File: src/rtl/pmdec_pkg.sv
`timescale 1ns / 1ps
// Shared types, constants and helper functions for the parity-matrix codec.
// Used by every stage module and the top level; depends on nothing else.
package pmdec_pkg;

    localparam int CODE_LEN   = 16;
    localparam int DATA_LEN   = 8;
    localparam int CHECK_ROWS = 8;

    localparam logic [1:0] ST_CLEAN  = 2'd0;
    localparam logic [1:0] ST_SINGLE = 2'd1;
    localparam logic [1:0] ST_DOUBLE = 2'd2;
    localparam logic [1:0] ST_UNCORR = 2'd3;

    localparam logic       FUNC_ENCODE = 1'b0;
    localparam logic       FUNC_DECODE = 1'b1;

    localparam logic [4:0] POS_NONE = 5'd16;

    typedef logic [CHECK_ROWS-1:0][CODE_LEN-1:0] t_matrix;

    typedef struct packed {
        logic                func;
        logic [DATA_LEN-1:0] data_byte;
        logic [CODE_LEN-1:0] received_word;
    } t_in_item;

    typedef struct packed {
        logic [CODE_LEN-1:0] code_word;
        logic [DATA_LEN-1:0] decoded_byte;
        logic [1:0]          status;
        logic [4:0]          first_position;
        logic [4:0]          second_position;
    } t_result;

    // After the syndrome stage.
    typedef struct packed {
        logic                  valid;
        logic                  clean;
        logic [CODE_LEN-1:0]   word;
        logic [CHECK_ROWS-1:0] syn;
    } t_s1;

    // After the column compare stage. Vector bit p stands for position p.
    typedef struct packed {
        logic                              valid;
        logic                              clean;
        logic [CODE_LEN-1:0]               word;
        logic [CODE_LEN-1:0]               single_hit;
        logic [CODE_LEN-1:0][CODE_LEN-1:0] pair_hit;
    } t_s2;

    // After the per-row priority stage.
    typedef struct packed {
        logic                     valid;
        logic                     clean;
        logic [CODE_LEN-1:0]      word;
        logic                     single_any;
        logic [3:0]               single_pos;
        logic [CODE_LEN-1:0]      row_any;
        logic [CODE_LEN-1:0][3:0] row_b;
    } t_s3;

    // Lowest set bit of a 16-bit vector; 0 when the vector is empty.
    function automatic logic [3:0] first_set16(input logic [CODE_LEN-1:0] v);
        logic [3:0] idx;
        idx = 4'd0;
        for (int k = CODE_LEN - 1; k >= 0; k--) begin
            if (v[k]) begin
                idx = 4'(k);
            end
        end
        return idx;
    endfunction

    // Column of the matrix at position p; bit i is row i.
    function automatic logic [CHECK_ROWS-1:0] column_at(input t_matrix m,
                                                        input logic [3:0] p);
        logic [CHECK_ROWS-1:0] c;
        for (int i = 0; i < CHECK_ROWS; i++) begin
            c[i] = m[i][~p];
        end
        return c;
    endfunction

endpackage

File: src/rtl/pmdec_syndrome.sv
`timescale 1ns / 1ps
// Stage one: builds the codeword in encode mode and the syndrome in decode mode.
// Depends on pmdec_pkg.
module pmdec_syndrome (
    input  logic               i_clk,
    input  logic               i_rst_n,
    input  logic               i_valid,
    input  pmdec_pkg::t_in_item i_item,
    input  pmdec_pkg::t_matrix i_rows,
    output pmdec_pkg::t_s1     o_s1
);

    pmdec_pkg::t_s1 r_s1;
    pmdec_pkg::t_s1 n_s1;
    logic [pmdec_pkg::CHECK_ROWS-1:0] w_check;
    logic [pmdec_pkg::CHECK_ROWS-1:0] w_syn;

    always_comb begin
        for (int i = 0; i < pmdec_pkg::CHECK_ROWS; i++) begin
            w_check[pmdec_pkg::CHECK_ROWS-1-i] = ^(i_item.data_byte & i_rows[i][15:8]);
            w_syn[i] = ^(i_item.received_word & i_rows[i]);
        end
        n_s1.valid = i_valid;
        if (i_item.func == pmdec_pkg::FUNC_ENCODE) begin
            n_s1.word  = {i_item.data_byte, w_check};
            n_s1.syn   = '0;
            n_s1.clean = 1'b1;
        end else begin
            n_s1.word  = i_item.received_word;
            n_s1.syn   = w_syn;
            n_s1.clean = (w_syn == '0);
        end
    end

    always_ff @(posedge i_clk) begin
        if (!i_rst_n) begin
            r_s1 <= '0;
        end else begin
            r_s1 <= n_s1;
        end
    end

    assign o_s1 = r_s1;

endmodule

File: src/rtl/pmdec_match.sv
`timescale 1ns / 1ps
// Stage two: compares the syndrome with every column and every column pair.
// Depends on pmdec_pkg.
module pmdec_match (
    input  logic               i_clk,
    input  logic               i_rst_n,
    input  pmdec_pkg::t_s1     i_s1,
    input  pmdec_pkg::t_matrix i_rows,
    output pmdec_pkg::t_s2     o_s2
);

    pmdec_pkg::t_s2 r_s2;
    pmdec_pkg::t_s2 n_s2;
    logic [pmdec_pkg::CODE_LEN-1:0][pmdec_pkg::CHECK_ROWS-1:0] w_col;

    always_comb begin
        for (int p = 0; p < pmdec_pkg::CODE_LEN; p++) begin
            w_col[p] = pmdec_pkg::column_at(i_rows, 4'(p));
        end
        n_s2.valid = i_s1.valid;
        n_s2.clean = i_s1.clean;
        n_s2.word  = i_s1.word;
        for (int a = 0; a < pmdec_pkg::CODE_LEN; a++) begin
            n_s2.single_hit[a] = (w_col[a] == i_s1.syn);
            for (int b = 0; b < pmdec_pkg::CODE_LEN; b++) begin
                n_s2.pair_hit[a][b] = (b > a) && ((w_col[a] ^ w_col[b]) == i_s1.syn);
            end
        end
    end

    always_ff @(posedge i_clk) begin
        if (!i_rst_n) begin
            r_s2 <= '0;
        end else begin
            r_s2 <= n_s2;
        end
    end

    assign o_s2 = r_s2;

endmodule

File: src/rtl/pmdec_select.sv
`timescale 1ns / 1ps
// Stage three: finds the first matching column and, for each first position,
// the first matching partner. Depends on pmdec_pkg.
module pmdec_select (
    input  logic           i_clk,
    input  logic           i_rst_n,
    input  pmdec_pkg::t_s2 i_s2,
    output pmdec_pkg::t_s3 o_s3
);

    pmdec_pkg::t_s3 r_s3;
    pmdec_pkg::t_s3 n_s3;

    always_comb begin
        n_s3.valid      = i_s2.valid;
        n_s3.clean      = i_s2.clean;
        n_s3.word       = i_s2.word;
        n_s3.single_any = |i_s2.single_hit;
        n_s3.single_pos = pmdec_pkg::first_set16(i_s2.single_hit);
        for (int a = 0; a < pmdec_pkg::CODE_LEN; a++) begin
            n_s3.row_any[a] = |i_s2.pair_hit[a];
            n_s3.row_b[a]   = pmdec_pkg::first_set16(i_s2.pair_hit[a]);
        end
    end

    always_ff @(posedge i_clk) begin
        if (!i_rst_n) begin
            r_s3 <= '0;
        end else begin
            r_s3 <= n_s3;
        end
    end

    assign o_s3 = r_s3;

endmodule

File: src/rtl/pmdec_fix.sv
`timescale 1ns / 1ps
// Stage four: picks the correction, flips the bits and registers the result.
// Depends on pmdec_pkg.
module pmdec_fix (
    input  logic              i_clk,
    input  logic              i_rst_n,
    input  pmdec_pkg::t_s3    i_s3,
    output logic              o_valid,
    output pmdec_pkg::t_result o_result
);

    logic               r_valid;
    pmdec_pkg::t_result r_result;
    pmdec_pkg::t_result n_result;
    logic [3:0]                   w_pair_a;
    logic [3:0]                   w_pair_b;
    logic [pmdec_pkg::CODE_LEN-1:0] w_word;

    always_comb begin
        w_pair_a = pmdec_pkg::first_set16(i_s3.row_any);
        w_pair_b = i_s3.row_b[w_pair_a];
        w_word   = i_s3.word;
        n_result.status          = pmdec_pkg::ST_CLEAN;
        n_result.first_position  = pmdec_pkg::POS_NONE;
        n_result.second_position = pmdec_pkg::POS_NONE;
        if (i_s3.clean) begin
            n_result.status = pmdec_pkg::ST_CLEAN;
        end else if (i_s3.single_any) begin
            n_result.status         = pmdec_pkg::ST_SINGLE;
            n_result.first_position = {1'b0, i_s3.single_pos};
            w_word[~i_s3.single_pos] = ~i_s3.word[~i_s3.single_pos];
        end else if (|i_s3.row_any) begin
            n_result.status          = pmdec_pkg::ST_DOUBLE;
            n_result.first_position  = {1'b0, w_pair_a};
            n_result.second_position = {1'b0, w_pair_b};
            w_word[~w_pair_a] = ~i_s3.word[~w_pair_a];
            w_word[~w_pair_b] = ~i_s3.word[~w_pair_b];
        end else begin
            n_result.status = pmdec_pkg::ST_UNCORR;
        end
        n_result.code_word    = w_word;
        n_result.decoded_byte = w_word[15:8];
    end

    always_ff @(posedge i_clk) begin
        r_result <= n_result;
        if (!i_rst_n) begin
            r_valid <= 1'b0;
        end else begin
            r_valid <= i_s3.valid;
        end
    end

    assign o_valid  = r_valid;
    assign o_result = r_result;

endmodule

File: src/rtl/parity_matrix_double_error_codec.sv
`timescale 1ns / 1ps
// Top level of the configurable (16,8) double-error-correcting codec.
// Depends on pmdec_pkg and the four stage modules.
//
// A new word may be started in every clock cycle: busy is always low, so a
// beat is taken whenever start is high. Each beat produces exactly one result
// beat, marked by o_done. The four register stages (syndrome, column compare,
// per-row priority, fix) lie between the accepted word and o_done, and allow
// one word per cycle. The receiver cannot stall, so a result is shown for
// exactly one cycle and must be captured then. The eight matrix rows are
// written through the plain write port and should be changed only while no
// word is in flight; all rows reset to zero.
module parity_matrix_double_error_codec (
    input  logic                i_clk,
    input  logic                i_rst_n,
    input  logic                start,
    output logic                busy,
    input  pmdec_pkg::t_in_item i_item,
    input  logic                i_cfg_we,
    input  logic [2:0]          i_cfg_idx,
    input  logic [15:0]         i_cfg_data,
    output logic                o_done,
    output pmdec_pkg::t_result  o_result
);

    // Parity-check matrix: row i, bit 15 is codeword position 0.
    pmdec_pkg::t_matrix r_rows;
    pmdec_pkg::t_s1     w_s1;
    pmdec_pkg::t_s2     w_s2;
    pmdec_pkg::t_s3     w_s3;

    always_ff @(posedge i_clk) begin
        if (!i_rst_n) begin
            r_rows <= '0;
        end else if (i_cfg_we) begin
            r_rows[i_cfg_idx] <= i_cfg_data;
        end
    end

    // The pipeline never holds off an incoming beat.
    assign busy = 1'b0;

    pmdec_syndrome u_syndrome (
        .i_clk   (i_clk),
        .i_rst_n (i_rst_n),
        .i_valid (start && !busy),
        .i_item  (i_item),
        .i_rows  (r_rows),
        .o_s1    (w_s1)
    );

    pmdec_match u_match (
        .i_clk   (i_clk),
        .i_rst_n (i_rst_n),
        .i_s1    (w_s1),
        .i_rows  (r_rows),
        .o_s2    (w_s2)
    );

    pmdec_select u_select (
        .i_clk   (i_clk),
        .i_rst_n (i_rst_n),
        .i_s2    (w_s2),
        .o_s3    (w_s3)
    );

    pmdec_fix u_fix (
        .i_clk    (i_clk),
        .i_rst_n  (i_rst_n),
        .i_s3     (w_s3),
        .o_valid  (o_done),
        .o_result (o_result)
    );

    // Every accepted beat comes out as an o_done result at the end of the pipeline.
    a_latency: assert property (@(posedge i_clk) disable iff (!i_rst_n)
        (start && !busy) |-> ##4 o_done)
        else $error("accepted beat did not produce a result");

    // A clean word reports no flipped position.
    a_clean_pos: assert property (@(posedge i_clk) disable iff (!i_rst_n)
        (o_done && o_result.status == pmdec_pkg::ST_CLEAN) |->
        (o_result.first_position == pmdec_pkg::POS_NONE &&
         o_result.second_position == pmdec_pkg::POS_NONE))
        else $error("clean result carries a position");

    // A single fix names one real position and no second one.
    a_single_pos: assert property (@(posedge i_clk) disable iff (!i_rst_n)
        (o_done && o_result.status == pmdec_pkg::ST_SINGLE) |->
        (o_result.first_position < pmdec_pkg::POS_NONE &&
         o_result.second_position == pmdec_pkg::POS_NONE))
        else $error("single fix positions inconsistent");

    // A double fix names two ordered positions.
    a_double_pos: assert property (@(posedge i_clk) disable iff (!i_rst_n)
        (o_done && o_result.status == pmdec_pkg::ST_DOUBLE) |->
        (o_result.first_position < o_result.second_position &&
         o_result.second_position < pmdec_pkg::POS_NONE))
        else $error("double fix positions out of order");

endmodule
File: config.mk
export PLATFORM = sky130hd
export DESIGN_NAME = parity_matrix_double_error_codec
export DESIGN_NICKNAME = d
export VERILOG_FILES = /design/src/rtl/pmdec_pkg.sv /design/src/rtl/pmdec_syndrome.sv /design/src/rtl/pmdec_match.sv /design/src/rtl/pmdec_select.sv /design/src/rtl/pmdec_fix.sv /design/src/rtl/parity_matrix_double_error_codec.sv
export SDC_FILE = /design/constraint.sdc
export NUM_CORES = 2
export LEC_CHECK = 0
export BUFFER_PORTS_ARGS = -buffer_cell sky130_fd_sc_hd__clkbuf_2
export CAP_MARGIN = 10
export CORE_MARGIN = 2
export CORE_UTILIZATION = 35
export CTS_CLUSTER_DIAMETER = 30
export DETAILED_ROUTE_END_ITERATION = 7
export GPL_TIMING_DRIVEN = 0
export HOLD_SLACK_MARGIN = 0.06
export PLACE_DENSITY_LB_ADDON = 0.3
export SETUP_SLACK_MARGIN = 0.3
export SLEW_MARGIN = 20
export SYNTH_ARGS = -nofsm -noshare
export SYNTH_HDL_FRONTEND = slang
export SYNTH_SLANG_ARGS = --single-unit
File: constraint.sdc
create_clock -name i_clk -period 3.35 [get_ports i_clk]
set_input_delay 0.1675 -clock i_clk [delete_from_list [all_inputs] [get_ports i_clk]]
set_output_delay 0.1675 -clock i_clk [all_outputs]
set_load 0.005 [all_outputs]
# Yosys cells after proc, flatten, opt, wreduce, memory -nomap -nowiden
# Cells that the tools add are included.
# word_totals
out_inout_bits	38
ff_bits	584
word_cells	825
in_bits	48
# classes
muxes	298
order_cmp	9
n_eq_ne	136
reduce_logical	110
bitwise_logic	144
# ops
operator	n
$eq 8x8->1	136
$xor 8x8->8	120
$mux 4	153
$reduce_or 16->1	18
$mux 3	68
$reduce_or 9->1	17
$and 16x16->16	8
$bwmux 128	1
$reduce_xor 16->1	8
$reduce_or 5->1	17
$mux 2	34
$and 8x8->8	8
$mux 16	4
$reduce_xor 8->1	8
$reduce_or 3->1	18
$bwmux 16	3
$demux 16 s3	1
$reduce_or 2->1	18
$mux 25	1
$mux 1	24
$lt 4x5->1 const B	4
$bmux 4 s4	1
$bmux 1 s4	3
$demux 1 s4	3
other kinds (10)	21

# Depth between registers and ports, before layout
# depth
depth_word	27
depth_mapped	15
ltp_nobuf	10

# Cells and area by module
# A second synthesis with hierarchy kept.
# unflattened
cells_unflattened	4255
hier_area_um2	47156.5
# modules_own_cells
mod	area_each_um2	instances	cells_per_inst	seq_area_each_um2
pmdec_match	30944.7	1	2259	3083.0
pmdec_select	5215.0	1	677	2062.0
parity_matrix_double_error_codec	4685.7	1	441	2562.5
pmdec_syndrome	3278.1	1	476	520.5
pmdec_fix	3032.9	1	402	580.6

# Least setup slack after synthesis
# OpenSTA, ideal clock, no wires.
# synth_timing
kind	reg-to-reg
start	register u_select.r_s3 (netlist bit u_select.o_s3[77])
end	register u_fix.r_result (netlist bit u_fix.o_result[28])
path_buffers	0
arrival_ns	3.377
required_time_ns	3.235
path_stages_with_launch	11
slack_ns	-0.142
setup_time_ns	0.115
cell_sequence	dfxtp_1 -> nand2b_1 -> a2111oi_0 -> o21a_1 -> mux2i_1 -> o32ai_1 -> or4b_4 -> or3_4 -> or4b_4 -> and3_4 -> o21a_1
# synth_lines
item	line	rtl
start: declaration	pmdec_select.sv:11	pmdec_pkg::t_s3 r_s3;
start signal: assignment	pmdec_select.sv:30	r_s3 <= n_s3;
end signal: assignment	pmdec_fix.sv:46	r_result <= n_result;
end: declaration	pmdec_fix.sv:13	pmdec_pkg::t_result r_result;

==> summary.txt <==
Synth
  – Mapped cell area: 30100 um2
  – Post-synthesis sequential area ratio: 28.3%
  – Most frequent cells after synthesis: xnor2_1, xor2_1, nand2_1, dfxtp_1, clkbuf_1
  – Synth Net Count: 3870
  – Leading post-synthesis cells by cell area: dfxtp_1, xnor2_1, xor2_1
  – Synth Register Bits: 426
  – Synth area leader: dfxtp_1
  – Count leader, synth: xnor2_1
  – Synth Instances: 3822
  – Synth warn: 0
  – Synth Flop Type: dfxtp_1
  – Syn avg cell area: 7.89 um2
  – Top-area cell type share of the netlist area: 28.3%
  – Share of flip-flops with an asynchronous set or reset: 0%
  – Netlist cell types: 85
  – Number of synthesized flops with an enable pin: 0

Global route
  – First-pass GRT wire length: 228000 um
  – Pin count of the biggest net entering global routing: 15
  – Antenna violations before repair: 10
  – Gr ovfl total: 0
  – GR Util All Layers: 36.6%
  – Vias in the first global route: 29500

STA
  – Slew headroom: 10.1%
  – Worst clock skew: 0.0417 ns
  – Slew Limit Fails: 0
  – Fmax: 277 MHz
  – Final min period: 3.61 ns
  – Endpoints failing hold: 0
  – Period Utilization, post-route: 108%
  – Hold_ws: 0.103 ns
  – Setup violations, final: 9
  – Unrepaired setup endpoints after global routing: yes
  – Worst-Margin Slew: 1.35 ns
  – Setup TNS: -0.810 ns
  – Worst setup margin: -0.263 ns

Power and ir drop
  – Switching pwr: 7.60 mW
  – Leakage dissipation: 14.1 nW
  – Comb pwr share: 29.0%
  – PD cells: 579 nW/um2
  – Sw frac: 34.6%
  – Int Power: 14.4 mW
  – Worst VDD drop: 414 uV
  – Flop pwr share: 28.8%
  – Clock share of power: 42.1%

Critical path
  – Slowest CP cell: or4_4
  – Most frequent cell on the critical path: or4b_4
  – Critical path's top delay family: simple AND/OR/NAND/NOR gates
  – Worst Setup End Kind: register
  – Critical path peak fanout: 4
  – Number of buffers and inverters on the critical path: 0
  – Crit Path Class: register to register
  – CP cell instances: or4_4, o221ai_4, nand2_4, nor3_4, o221ai_2, or4b_4, or3_4, or4b_4, and3_4, o21a_1
  – Worst path max stage delay: 0.55 ns
  – Arrival @ worst endpoint: 4.15 ns
  – Critical Path RT: 3.89 ns
  – CP Launch Type: register

Clock tree
  – Clk_lat worst skew: 0.66 ns
  – Max Root-Sink Buffers: 3
  – CTS tree: done
  – Total CTS buffers: 88
  – Root Driver: clkbuf_16
  – Max H-tree Level: 3
  – Reg clk slew, reported paths: 0.06 ns
  – CTS sink cnt: 426

Run status
  – Status: finished with violations
  – Failing checks: negative setup slack

Die
  – Initial Util: 35.3%
  – IO Count: 86
  – Core ar.: 85300 um2
  – Site Rows: 107
  – Die area: 88500 um2
  – Chip Height: 297 um
  – Chip Width: 297 um

Placed design
  – # port buffers: 40
  – Detail Placement HPWL: 119000 um
  – Placer congestion estimate: 1.09
  – Pre-CTS setup slack: -0.930 ns
  – Placed cell count: 5032

Cells and area
  – P&R area growth vs syn: 25.9%
  – Fin cells: 5289
  – Nets@finish: 4116
  – Core Util, Final: 44.5%
  – Share of cells above drive strength 1: 16.3%

Detailed routing
  – ANT nets after route: 0
  – Pre-antenna DRT Iters: 6
  – DRC Markers: 0
  – Via count: 31600
  – WL/cell: 31.9 um
  – 1st-iter DRT viols: 5118
  – Vias per cell: 5.98
  – Overall routed net length: 169000 um

Hold path
  – Hold crit path type: input pin to register

Flow run
  – Max-cap viol count: 0
power groups by stage:
stage	Sequential [mW]	Clock, mW	Combinational, mW
3_3_place_gp	6.35	0	5.15
5_1_grt	6.38	9.56	6.61
2_1_floorplan	6.14	0	3.45
3_5_place_dp	6.37	0	5.25
6_report	6.33	9.25	6.37
4_1_cts	6.31	9.30	5.68
logic make-up (layout without fill, tap and decap cells):
logic type,count (synthesis),after routing,share of synthesized area (%)
multiplexers,18,18,0.602
AND/OR/NAND/NOR,1316,1316,21.2
XOR/XNOR,1265,1265,36.8
buffers and inverters,414,730,5.49
AO/OA/AOI/OAI,382,382,7.62
other,1,8,0.0124
flip-flops,426,426,28.3
flip-flops by register name (all words and copies together) (netlist names):
| name | cells |
|---|---|
| u_fix.o_result | 28 |
| u_select.o_s3 | 89 |
| u_fix.o_valid | 1 |
| r_rows | 128 |
| u_syndrome.o_s1 | 26 |
| u_match.o_s2 | 154 |
worst paths after layout:
kind | start | end | slack, ns | cells after the start
setup / recovery | u_select.o_s3[75] | u_fix.o_result[28] | -0.26 | 10
hold reg to reg | u_match.o_s2[289] | u_select.o_s3[102] | 0.43 | 1
hold / removal | i_cfg_data[15] | r_rows[47] | 0.10 | 3
setup reg to reg | u_select.o_s3[75] | u_fix.o_result[28] | -0.26 | 10
area by class of cell:
cell class                 instances  area, um2
fill                            8448      47300
multi-input combinational       2982      21300
sequential                       426       8550
clock buffer                     110       2460
buffer                           364       1920
tap                             1144       1430
timing repair buffer             156       1340
clock inverter                    50        733
inverter                          50        188
antenna                            7       17.5
metrics by stage:
step	total power, mW	area, um2
2_1_floorplan	9.59	30200
3_3_place_gp	11.5	31800
3_5_place_dp	11.6	32500
4_1_cts	21.3	37100
5_1_grt	22.6	37900
6_report	22.0	37900
metal layers:
metal	track usage, %	wire (um)	vias up
li1	-	-	13100
met1	41.3	58900	14900
met2	51.9	66600	2688
met3	18.3	26500	905
met4	29.0	16900	8
met5	0	76	-
cell usage in the layout (no fill, tap or decap), drive strengths merged, types with 16 or more instances in the layout:
cell type / Yosys / layout
and2: 44 / 44
xor2: 533 / 533
a21oi: 213 / 213
dfxtp: 426 / 426
buf: 85 / 154
mux2i: 17 / 17
dlygate4sd3: 0 / 19
clkdlybuf4s15: 0 / 22
nand4: 130 / 130
inv: 49 / 63
nor3: 53 / 53
nand3: 156 / 156
o21ai: 37 / 37
nor4: 161 / 161
a31oi: 23 / 23
clkinv: 1 / 21
xnor2: 732 / 732
nor2: 188 / 188
clkbuf: 279 / 434
nand2: 501 / 501
nand2b: 16 / 16
worst reg2reg max path: cells and delay by family, from the launching register on:
kind | cells | cell delay, ns
compound gates | 3 | 0.62
flops | 1 | 0.36
simple gates | 7 | 2.51
timing repair:
action | 4_1_cts | 5_1_grt
gates cloned | 1 | 2
setup endpoints to repair | 144 | 67
pin swaps | 24 | 41
hold buffers | 19 | 0
buffers inserted | 36 | 32
resized for setup | 250 | 153
hold endpoints to repair | 124 | 0
Note: power is estimated with default switching activity, not from simulation.
